## src/hw/rtl/ppc_pkg.sv

```systemverilog
// Shared types, constants and helper functions for the planar pose compose block.
// No dependencies.
package ppc_pkg;

  localparam logic signed [15:0] ANG_PI      = 16'sd12868;
  localparam logic signed [15:0] ANG_TWO_PI  = 16'sd25736;
  localparam logic signed [15:0] ANG_HALF_PI = 16'sd6434;
  localparam logic signed [31:0] CORDIC_GAIN = 32'sd652032874;

  // Items carried alongside the rotation.
  typedef struct packed {
    logic signed [31:0] rx;
    logic signed [31:0] ry;
    logic signed [31:0] dx;
    logic signed [31:0] dy;
    logic signed [14:0] theta;
    logic               flip;
  } ppc_side_t;

  // CORDIC vector, Q1.30 components and Q3.28 residual angle.
  typedef struct packed {
    logic signed [31:0] x;
    logic signed [31:0] y;
    logic signed [31:0] z;
  } ppc_vec_t;

  function automatic logic signed [31:0] ppc_atan(input logic [4:0] idx);
    logic signed [31:0] r;
    unique case (idx)
      5'd0:    r = 32'sd210828714;
      5'd1:    r = 32'sd124459457;
      5'd2:    r = 32'sd65760959;
      5'd3:    r = 32'sd33381290;
      5'd4:    r = 32'sd16755422;
      5'd5:    r = 32'sd8385879;
      5'd6:    r = 32'sd4193963;
      5'd7:    r = 32'sd2097109;
      5'd8:    r = 32'sd1048571;
      5'd9:    r = 32'sd524287;
      5'd10:   r = 32'sd262144;
      5'd11:   r = 32'sd131072;
      5'd12:   r = 32'sd65536;
      5'd13:   r = 32'sd32768;
      5'd14:   r = 32'sd16384;
      5'd15:   r = 32'sd8192;
      5'd16:   r = 32'sd4096;
      5'd17:   r = 32'sd2048;
      5'd18:   r = 32'sd1024;
      5'd19:   r = 32'sd512;
      5'd20:   r = 32'sd256;
      5'd21:   r = 32'sd128;
      5'd22:   r = 32'sd64;
      5'd23:   r = 32'sd32;
      5'd24:   r = 32'sd16;
      5'd25:   r = 32'sd8;
      5'd26:   r = 32'sd4;
      5'd27:   r = 32'sd2;
      5'd28:   r = 32'sd1;
      default: r = 32'sd0;
    endcase
    return r;
  endfunction

  // Single wrap by two pi.
  function automatic logic signed [15:0] ppc_wrap(input logic signed [15:0] a);
    logic signed [15:0] r;
    r = a;
    if (r > ANG_PI) r = r - ANG_TWO_PI;
    if (r < -ANG_PI) r = r + ANG_TWO_PI;
    return r;
  endfunction

endpackage

```

## src/hw/rtl/ppc_cordic_cell.sv

```systemverilog
// One CORDIC rotation step with its pipeline register.
// Depends on ppc_pkg.
module ppc_cordic_cell import ppc_pkg::*; #(
  parameter int STAGE = 0
) (
  input  logic      clk,
  input  logic      rst,
  input  logic      up_valid,
  output logic      up_stall,
  input  ppc_vec_t  up_vec,
  input  ppc_side_t up_side,
  output logic      dn_valid,
  input  logic      dn_stall,
  output ppc_vec_t  dn_vec,
  output ppc_side_t dn_side
);

  ppc_vec_t           vec_next;
  logic signed [31:0] sh_x;
  logic signed [31:0] sh_y;
  logic signed [31:0] atan;

  assign up_stall = dn_valid && dn_stall;

  always_comb begin
    sh_x = up_vec.x >>> STAGE;
    sh_y = up_vec.y >>> STAGE;
    atan = ppc_atan(5'(STAGE));
    if (!up_vec.z[31]) begin
      vec_next.x = up_vec.x - sh_y;
      vec_next.y = up_vec.y + sh_x;
      vec_next.z = up_vec.z - atan;
    end else begin
      vec_next.x = up_vec.x + sh_y;
      vec_next.y = up_vec.y - sh_x;
      vec_next.z = up_vec.z + atan;
    end
  end

  always_ff @(posedge clk) begin
    if (rst) begin
      dn_valid <= 1'b0;
    end else if (!up_stall) begin
      dn_valid <= up_valid;
    end
  end

  always_ff @(posedge clk) begin
    if (!up_stall && up_valid) begin
      dn_vec  <= vec_next;
      dn_side <= up_side;
    end
  end

endmodule

```

## config.mk

```make
export PLATFORM = sky130hd
export DESIGN_NAME = ppc_cordic_cell
export DESIGN_NICKNAME = d
export VERILOG_FILES = /design/src/hw/rtl/ppc_pkg.sv /design/src/hw/rtl/ppc_cordic_cell.sv
export SDC_FILE = /design/constraint.sdc
export NUM_CORES = 1
export LEC_CHECK = 0
export ABC_CLOCK_PERIOD_IN_PS = 15450
export BUFFER_PORTS_ARGS = -buffer_cell sky130_fd_sc_hd__buf_2
export CORE_AREA = 2 2 190 192
export CTS_CLUSTER_SIZE = 24
export DETAILED_ROUTE_END_ITERATION = 8
export DIE_AREA = 0 0 192 194
export PLACE_DENSITY_LB_ADDON = 0.08
export SETUP_SLACK_MARGIN = 0.2
export SYNTH_ARGS = -nofsm -noshare
export SYNTH_HDL_FRONTEND = slang
export SYNTH_SLANG_ARGS = --single-unit
```

## constraint.sdc

```tcl
create_clock -name clk -period 15.45 [get_ports clk]
set_input_delay 1.545 -clock clk [delete_from_list [all_inputs] [get_ports clk]]
set_output_delay 1.545 -clock clk [all_outputs]
set_load 0.02 [all_outputs]
```

==> qor.yml, run 1 <==
grt:
  grt_pass1_vias: 12054
  grt_max_degree: 85
  antenna_found_initial: 10
  track_usage: 0.256
  grt_pass1_wl_um: 72200
  overflow: 0
placement:
  place_area_um2: 17400
  io_buffers: 485
  routabilityCongestion: 0.939
  dp_hpwl_um: 40000
clock_network:
  cts.path.max_buffers: 3
  clkLatencyLatePin_ns: 0.55
  postCtsSetupRepairBufs: 0
  cts_tree: "yes"
  root_buffer: "clkbuf_16"
  cts_max_level: 1
  post_cts_resized: 0
  cts-buffers-inserted: 26
  clkTransAtPathRegs_ns: 0.06
  cts_sinks: 240
  ctsHoldBuffers: 0
setup_path:
  crit_path_end_kind: "register"
  crit_family: "compound AO/OA/AOI/OAI gates"
  crit_type: "input port to register"
  r2r_start: "dn_valid"
  worstPathMaxFanout: 57
  cp_cell_sequence: "buf_4 -> inv_1 -> buf_4 -> ha_1 -> o21a_1 -> o31a_1 -> o21ai_1 -> o31ai_2 -> a311oi_4 -> o31ai_2 -> a21boi_0 -> xnor2_1"
  critPathBufInv: 3
  path_depth: 12
  worstRegToRegCells: 4
  critPathSlowestCell: "buf_4"
  reg2reg_slack_ns: 11.91
  crit_end: "dn_vec[27]"
  arrival_ns: 4.80
  start_kind: "input port"
  cp.required_ns: 15.72
  critPathMaxStageDelay_ns: 0.51
  timing.rr.end: "dn_side[125]"
  critPathLaunch: "up_vec[31]"
run:
  cap_violations: 0
synthesis:
  syn_inst: 1349
  ys_ff_latch: 240
  synth_async_sr_flop_share: 0
  avgSynthCellArea_um2: 10.8
  synth_flop_cell: "edfxtp_1"
  yosysTopAreaCell: "edfxtp_1"
  synth_edf_count: 239
  synth.distinct_cells: 74
  yosysWarningCount: 0
  netlist_top_cells_area: "edfxtp_1, ha_1, a21oi_1, xnor2_1, inv_1"
  yosysSeqAreaShare: 0.494
  syn_nets: 1720
  synth_top_area_frac: 0.492
  synth_area_um2: 14600
sta:
  max_slew_margin: 0.320
  hold_viol_final: 0
  finalSetupViolCount: 0
  finalCritPeriodShare: 0.293
  worst_pin_slew_ns: 1.02
  fmax_ghz: 0.221
  rsz0062_at_grt: "false"
  period_needed_ns: 4.53
  holdWs_ns: 0.689
  finalSetupTns_ns: 0
  fin_worst_skew_ns: 0.0212
  drv_slew: 0
final_layout:
  area_delta_synth_final_pct: 25.3
  nets: 2185
  drive_above_1_share: 0.304
  final_area_um2: 18300
  multi_input_area_um2: 6770
  regArea_um2: 7200
  fillers: 3272
floorplan:
  fp.dieArea_um2: 37200
  ios: 486
  coreArea_um2: 35200
  start_util: 0.414
  std_cell_rows: 69
  fp.dieW_um: 192
  die_y_um: 194
routing:
  drt-pass1-iter-count: 5
  vias: 12524
  detail-route-antenna-nets: 0
  wl_per_cell_um: 21.6
  drc: 0
  drt-total-wl_um: 49800
  drt-initial-drc-count: 916
  via_per_inst: 5.44
run_status:
  outcome: "complete, no violations"
power_and_ir_drop:
  p_leak_nw: 8.02
  ir_worst_vdd_mv: 0.0950
  power_density_nw_per_um2: 106
worst_hold_path:
  min_path_type: "register to register"
## logic make-up after synthesis
family	synth area share
AOI/OAI and AO/OA	0.202
and+or+nand+nor	0.0923
DFF	0.494
buffers and inverters	0.0429
adders and majority gates	0.111
xor gates and xnor gates	0.0493
muxes	0.00918
## flip-flops by register name, summed over array words and instances, names as in the netlist
| signal | cells |
|---|---|
| dn_vec | 95 |
| dn_valid | 1 |
| dn_side | 144 |
## cell usage after synthesis (5+ instances only)
cell type,count
a211oi_1,10
a211oi_2,5
a21o_1,44
a21oi_1,136
a221o_1,5
a31oi_1,11
and2_1,5
and3_1,5
buf_1,18
buf_2,8
clkbuf_1,25
edfxtp_1,239
ha_1,123
inv_1,106
mux2i_1,10
nand2_1,63
nand2b_1,7
nand3_1,33
nand4_1,12
nor2_1,106
nor2b_1,15
nor3_1,20
nor4_1,7
o2111ai_1,6
o211ai_1,17
o21a_1,16
o21ai_0,70
o21ai_1,6
o21bai_1,29
o31ai_1,16
or3_1,6
xnor2_1,70
xor2_1,12
## report_power, final
group	leakage, nW	internal, mW	switching (mW)
Sequential	2.32	0.795	0.0158
Combinational	5.29	0.180	0.334
Clock	0.404	0.354	0.259
Total	8.02	1.33	0.609
## metal layers
| layer | track usage | wire (um) | vias to the layer above | share of wire |
|---|---|---|---|---|
| met5 | 0 | 29 | - | 0.00058 |
| met4 | 0.0939 | 1710 | 4 | 0.034 |
| met3 | 0.0478 | 3960 | 95 | 0.080 |
| met2 | 0.446 | 24800 | 530 | 0.50 |
| met1 | 0.313 | 19300 | 5959 | 0.39 |
| li1 | - | - | 5936 | - |
## cells in the final DEF (no fill, tap or decap), types with 6 or more instances in the layout
master     count
nand2_1       63
o21ai_1        6
mux2i_1       10
nor2b_1       14
nor3_1        20
clkinv_1       8
ha_1         123
inv_1        106
o211ai_1      17
nand2b_1       7
clkbuf_16     27
o21ai_0       70
diode_2        8
nand3_1       33
buf_2        484
xnor2_1       70
nand4_1       12
a211oi_1      10
o21bai_1      29
a31oi_1       11
o31ai_1       16
a21oi_1      136
nor2_1       106
o21a_1        16
or3_1          6
edfxtp_1     239
nor4_1         7
a21o_1        44
xor2_1        12
o2111ai_1      6
buf_4          6
## final cells by class
type | instances | share of cell area
Tap cell | 461 | 0.0316
Multi-Input combinational cell | 947 | 0.370
Inverter | 109 | 0.0224
Clock buffer | 31 | 0.0378
Antenna cell | 8 | 0.00110
Clock inverter | 17 | 0.00808
Sequential cell | 240 | 0.394
Timing Repair Buffer | 490 | 0.135
## worst min-delay path, cell delays in order (launching register included)
cell and delay (ns):
dfxtp_1 0.32, and2_1 0.19, nor2_1 0.10, nor2_1 0.04
## metrics by stage
| step | setup WS, ns | power [mW] | utilization | cells |
|---|---|---|---|---|
| 4_1_cts | 10.94 | 1.96 | 0.518 | 2295 |
| 3_3_place_gp | 10.44 | 1.33 | 0.494 | 2247 |
| 6_report | 10.92 | 1.94 | 0.519 | 2303 |
| 2_1_floorplan | 2.35 | 1.17 | - | 1349 |
| 3_5_place_dp | 10.39 | 1.33 | 0.494 | 2247 |
| 5_1_grt | 10.66 | 2.03 | 0.519 | 2301 |
## worst min-delay path by stage
stage,slack (ns),startpoint,cells after the start,to
floorplan,0.79,dn_valid,3,dn_valid
global placement,0.68,dn_valid,3,dn_valid
detailed placement,0.67,dn_valid,3,dn_valid
CTS,0.68,dn_valid,3,dn_valid
global route,0.72,dn_valid,3,dn_valid
finish,0.69,dn_valid,3,dn_valid
(Power assumes the default switching activity.)
==> run 2: changes to the inputs <==
--- a/config.mk
+++ b/config.mk
@@ -5,7 +5,7 @@
 export SDC_FILE = /design/constraint.sdc
 export NUM_CORES = 1
 export LEC_CHECK = 0
-export ABC_CLOCK_PERIOD_IN_PS = 15450
+export ABC_CLOCK_PERIOD_IN_PS = 3800
 export BUFFER_PORTS_ARGS = -buffer_cell sky130_fd_sc_hd__buf_2
 export CORE_AREA = 2 2 190 192
 export CTS_CLUSTER_SIZE = 24
==> constraint.sdc (replaced) <==
create_clock -name clk -period 3.8 [get_ports clk]
set_input_delay 0.38 -clock clk [delete_from_list [all_inputs] [get_ports clk]]
set_output_delay 0.38 -clock clk [all_outputs]
set_load 0.02 [all_outputs]
==> run 2 against run 1 <==
Compared with the run above: worst hold slack lost 0.65 ns; sequential power rose to 4.1 times the previous value; power increased to 4.2 times the previous value; largest cell class unchanged; register-to-register slack worse by 9.9 ns; setup slack got worse by 10 ns; design area is 8.4% higher; non-clock buffer count increased by 149.
==> qor.yml, run 2 (synthesized netlist as in run 1, its figures left out) <==
run_status:
  outcome: "complete, no violations"
grt:
  top_usage_layer: "met2"
  track_usage: 0.269
  antenna_found_initial: 10
  met2_usage: 0.469
  grt_max_degree: 88
  grt.met3_usage: 0.0431
  grt_pass1_wl_um: 76400
  grt_pass1_vias: 12991
  grt.met1_usage: 0.331
  overflow: 0
final_layout:
  post-route-util: 0.562
  largest_reg_flops: 144
  nets: 2336
  area_delta_synth_final_pct: 35.8
  fin_cells: 2454
  final_common_cell: "buf_2"
  final_cell_mix: "buf_2, edfxtp_1, a21oi_1, dlygate4sd3_1, ha_1"
  reg.largest.list: "dn_side (144), dn_vec (95), dn_valid (1)"
  fillers: 3168
  largest-register: "dn_side"
  drive_above_1_share: 0.291
  final_area_um2: 19800
  multi_input_area_um2: 6770
  regArea_um2: 7200
clock_network:
  clkLatencyLatePin_ns: 0.55
  cts_max_level: 1
  clkTransAtPathRegs_ns: 0.06
  root_buffer: "clkbuf_16"
  cts.path.max_buffers: 3
  post_cts_resized: 0
  cts-buffers-inserted: 28
  cts_tree: "yes"
  cts_sinks: 240
power_and_ir_drop:
  p_leak_nw: 8.68
  fin_total_pwr_mw: 8.19
  power_density_nw_per_um2: 413
  p_int_mw: 5.60
  p_seq_frac: 0.404
  ir_worst_vdd_mv: 0.317
  combPwrFrac: 0.274
  p_sw_mw: 2.58
  switching_share: 0.316
  pwr-share-clk: 0.323
sta:
  hold_viol_final: 0
  rsz0062_at_grt: "false"
  worst_pin_slew_ns: 0.816
  drv_slew: 0
  setup_slack_ns: 0.957
  period_needed_ns: 2.84
  fin_worst_skew_ns: 0.0108
  finalSetupViolCount: 0
  max_slew_margin: 0.456
  finalCritPeriodShare: 0.748
  fmax_ghz: 0.352
setup_path:
  critPathMaxStageDelay_ns: 0.55
  worstPathMaxFanout: 17
  cp.required_ns: 4.09
  worstRegToRegCells: 3
  start_kind: "input port"
  r2r_start: "dn_valid"
  crit_path_end_kind: "register"
  crit_top_cell: "o31ai_2"
  crit_type: "input port to register"
  critPathSlowestCell: "o31ai_2"
  timing.rr.end: "dn_side[27]"
  arrival_ns: 3.13
  cp_cell_sequence: "buf_4 -> inv_1 -> ha_1 -> o21a_1 -> o31a_1 -> o21ai_1 -> o31ai_2 -> a311oi_4 -> o31ai_2 -> a21boi_0 -> xnor2_1"
  reg2reg_slack_ns: 2.04
run:
  cap_violations: 0
routing:
  drt-total-wl_um: 52400
  drt-pass1-iter-count: 5
  detail-route-antenna-nets: 0
  wl_per_cell_um: 21.3
  vias: 13162
  drt-initial-drc-count: 929
  via_per_inst: 5.36
  drc: 0
worst_hold_path:
  holdPathStages: 1
  min_to: "dn_side[126]"
  min-delay-start: "up_side[126]"
  min_path_type: "input port to register"
floorplan:
  ios: 486
  fp.dieArea_um2: 37200
  fp.dieW_um: 192
  die_y_um: 194
  std_cell_rows: 69
  start_util: 0.414
  coreArea_um2: 35200
placement:
  dp_hpwl_um: 40600
  io_buffers: 485
  placed_cells: 2263
  pre_cts_slack_ns: 0.394
  routabilityCongestion: 0.950
  place_area_um2: 17600
run 2: changes by cell type in the layout (fill, tap and decap cells not counted), sizes merged:
| cell | change |
|---|---|
| clkbuf | +2 |
| clkinvlp | +1 |
| dlygate4sd3 | +133 |
| buf | +16 |
| clkinv | -2 |
| inv | +1 |
run 2: through the flow:
| stage | TNS (ns) | hold slack, ns |
|---|---|---|
| after CTS | 0 | 0.00203 |
| after detailed placement | 0 | 0.540 |
| after floorplan | -174.02 | 0.452 |
| after global placement | 0 | 0.545 |
| after global routing | 0 | 0.00448 |
| final | 0 | 0.0340 |
run 2: power by group through the flow:
stage | Clock (mW) | Sequential, mW | Combinational (mW)
final | 2.64 | 3.31 | 2.24
after CTS | 2.72 | 3.31 | 2.23
after detailed placement | 0 | 3.36 | 2.10
after global routing | 2.81 | 3.33 | 2.41
after global placement | 0 | 3.35 | 2.10
after floorplan | 0 | 3.66 | 1.04
run 2: final cells by class:
type,count,share of cell area
clock inverter,17,0.00758
timing repair buffer,639,0.199
sequential,240,0.363
clock buffer,33,0.0374
inverter,109,0.0207
tap,461,0.0291
antenna,8,0.00101
multi-input combinational,947,0.342
run 2: worst max-delay path: cells and delay by family:
family / cells / cell delay, ns
compound gates: 7 / 1.85
buf+inv: 2 / 0.38
fa+ha+maj: 1 / 0.36
xor+xnor: 1 / 0.16
run 2: per-layer routing:
metal / share of wire / vias up
met2: 0.50 / 535
met3: 0.068 / 87
met4: 0.032 / 2
li1: - / 6227
met1: 0.40 / 6311
met5: 0.00019 / -
run 2: worst max-delay path by stage:
stage	from	to	slack [ns]	cells past startpoint
after floorplan	dn_stall	dn_side[0]	-0.73	2
after global placement	up_vec[31]	dn_vec[27]	0.45	11
after detailed placement	up_vec[31]	dn_vec[27]	0.39	11
after CTS	up_vec[31]	dn_vec[27]	0.96	11
after global routing	up_vec[39]	dn_vec[50]	0.72	12
final	up_vec[31]	dn_vec[27]	0.96	11
run 2: what timing repair did:
action / CTS / global route
setup buffers: 0 / 0
hold endpoints to repair: 133 / 0
hold buffers: 133 / 0
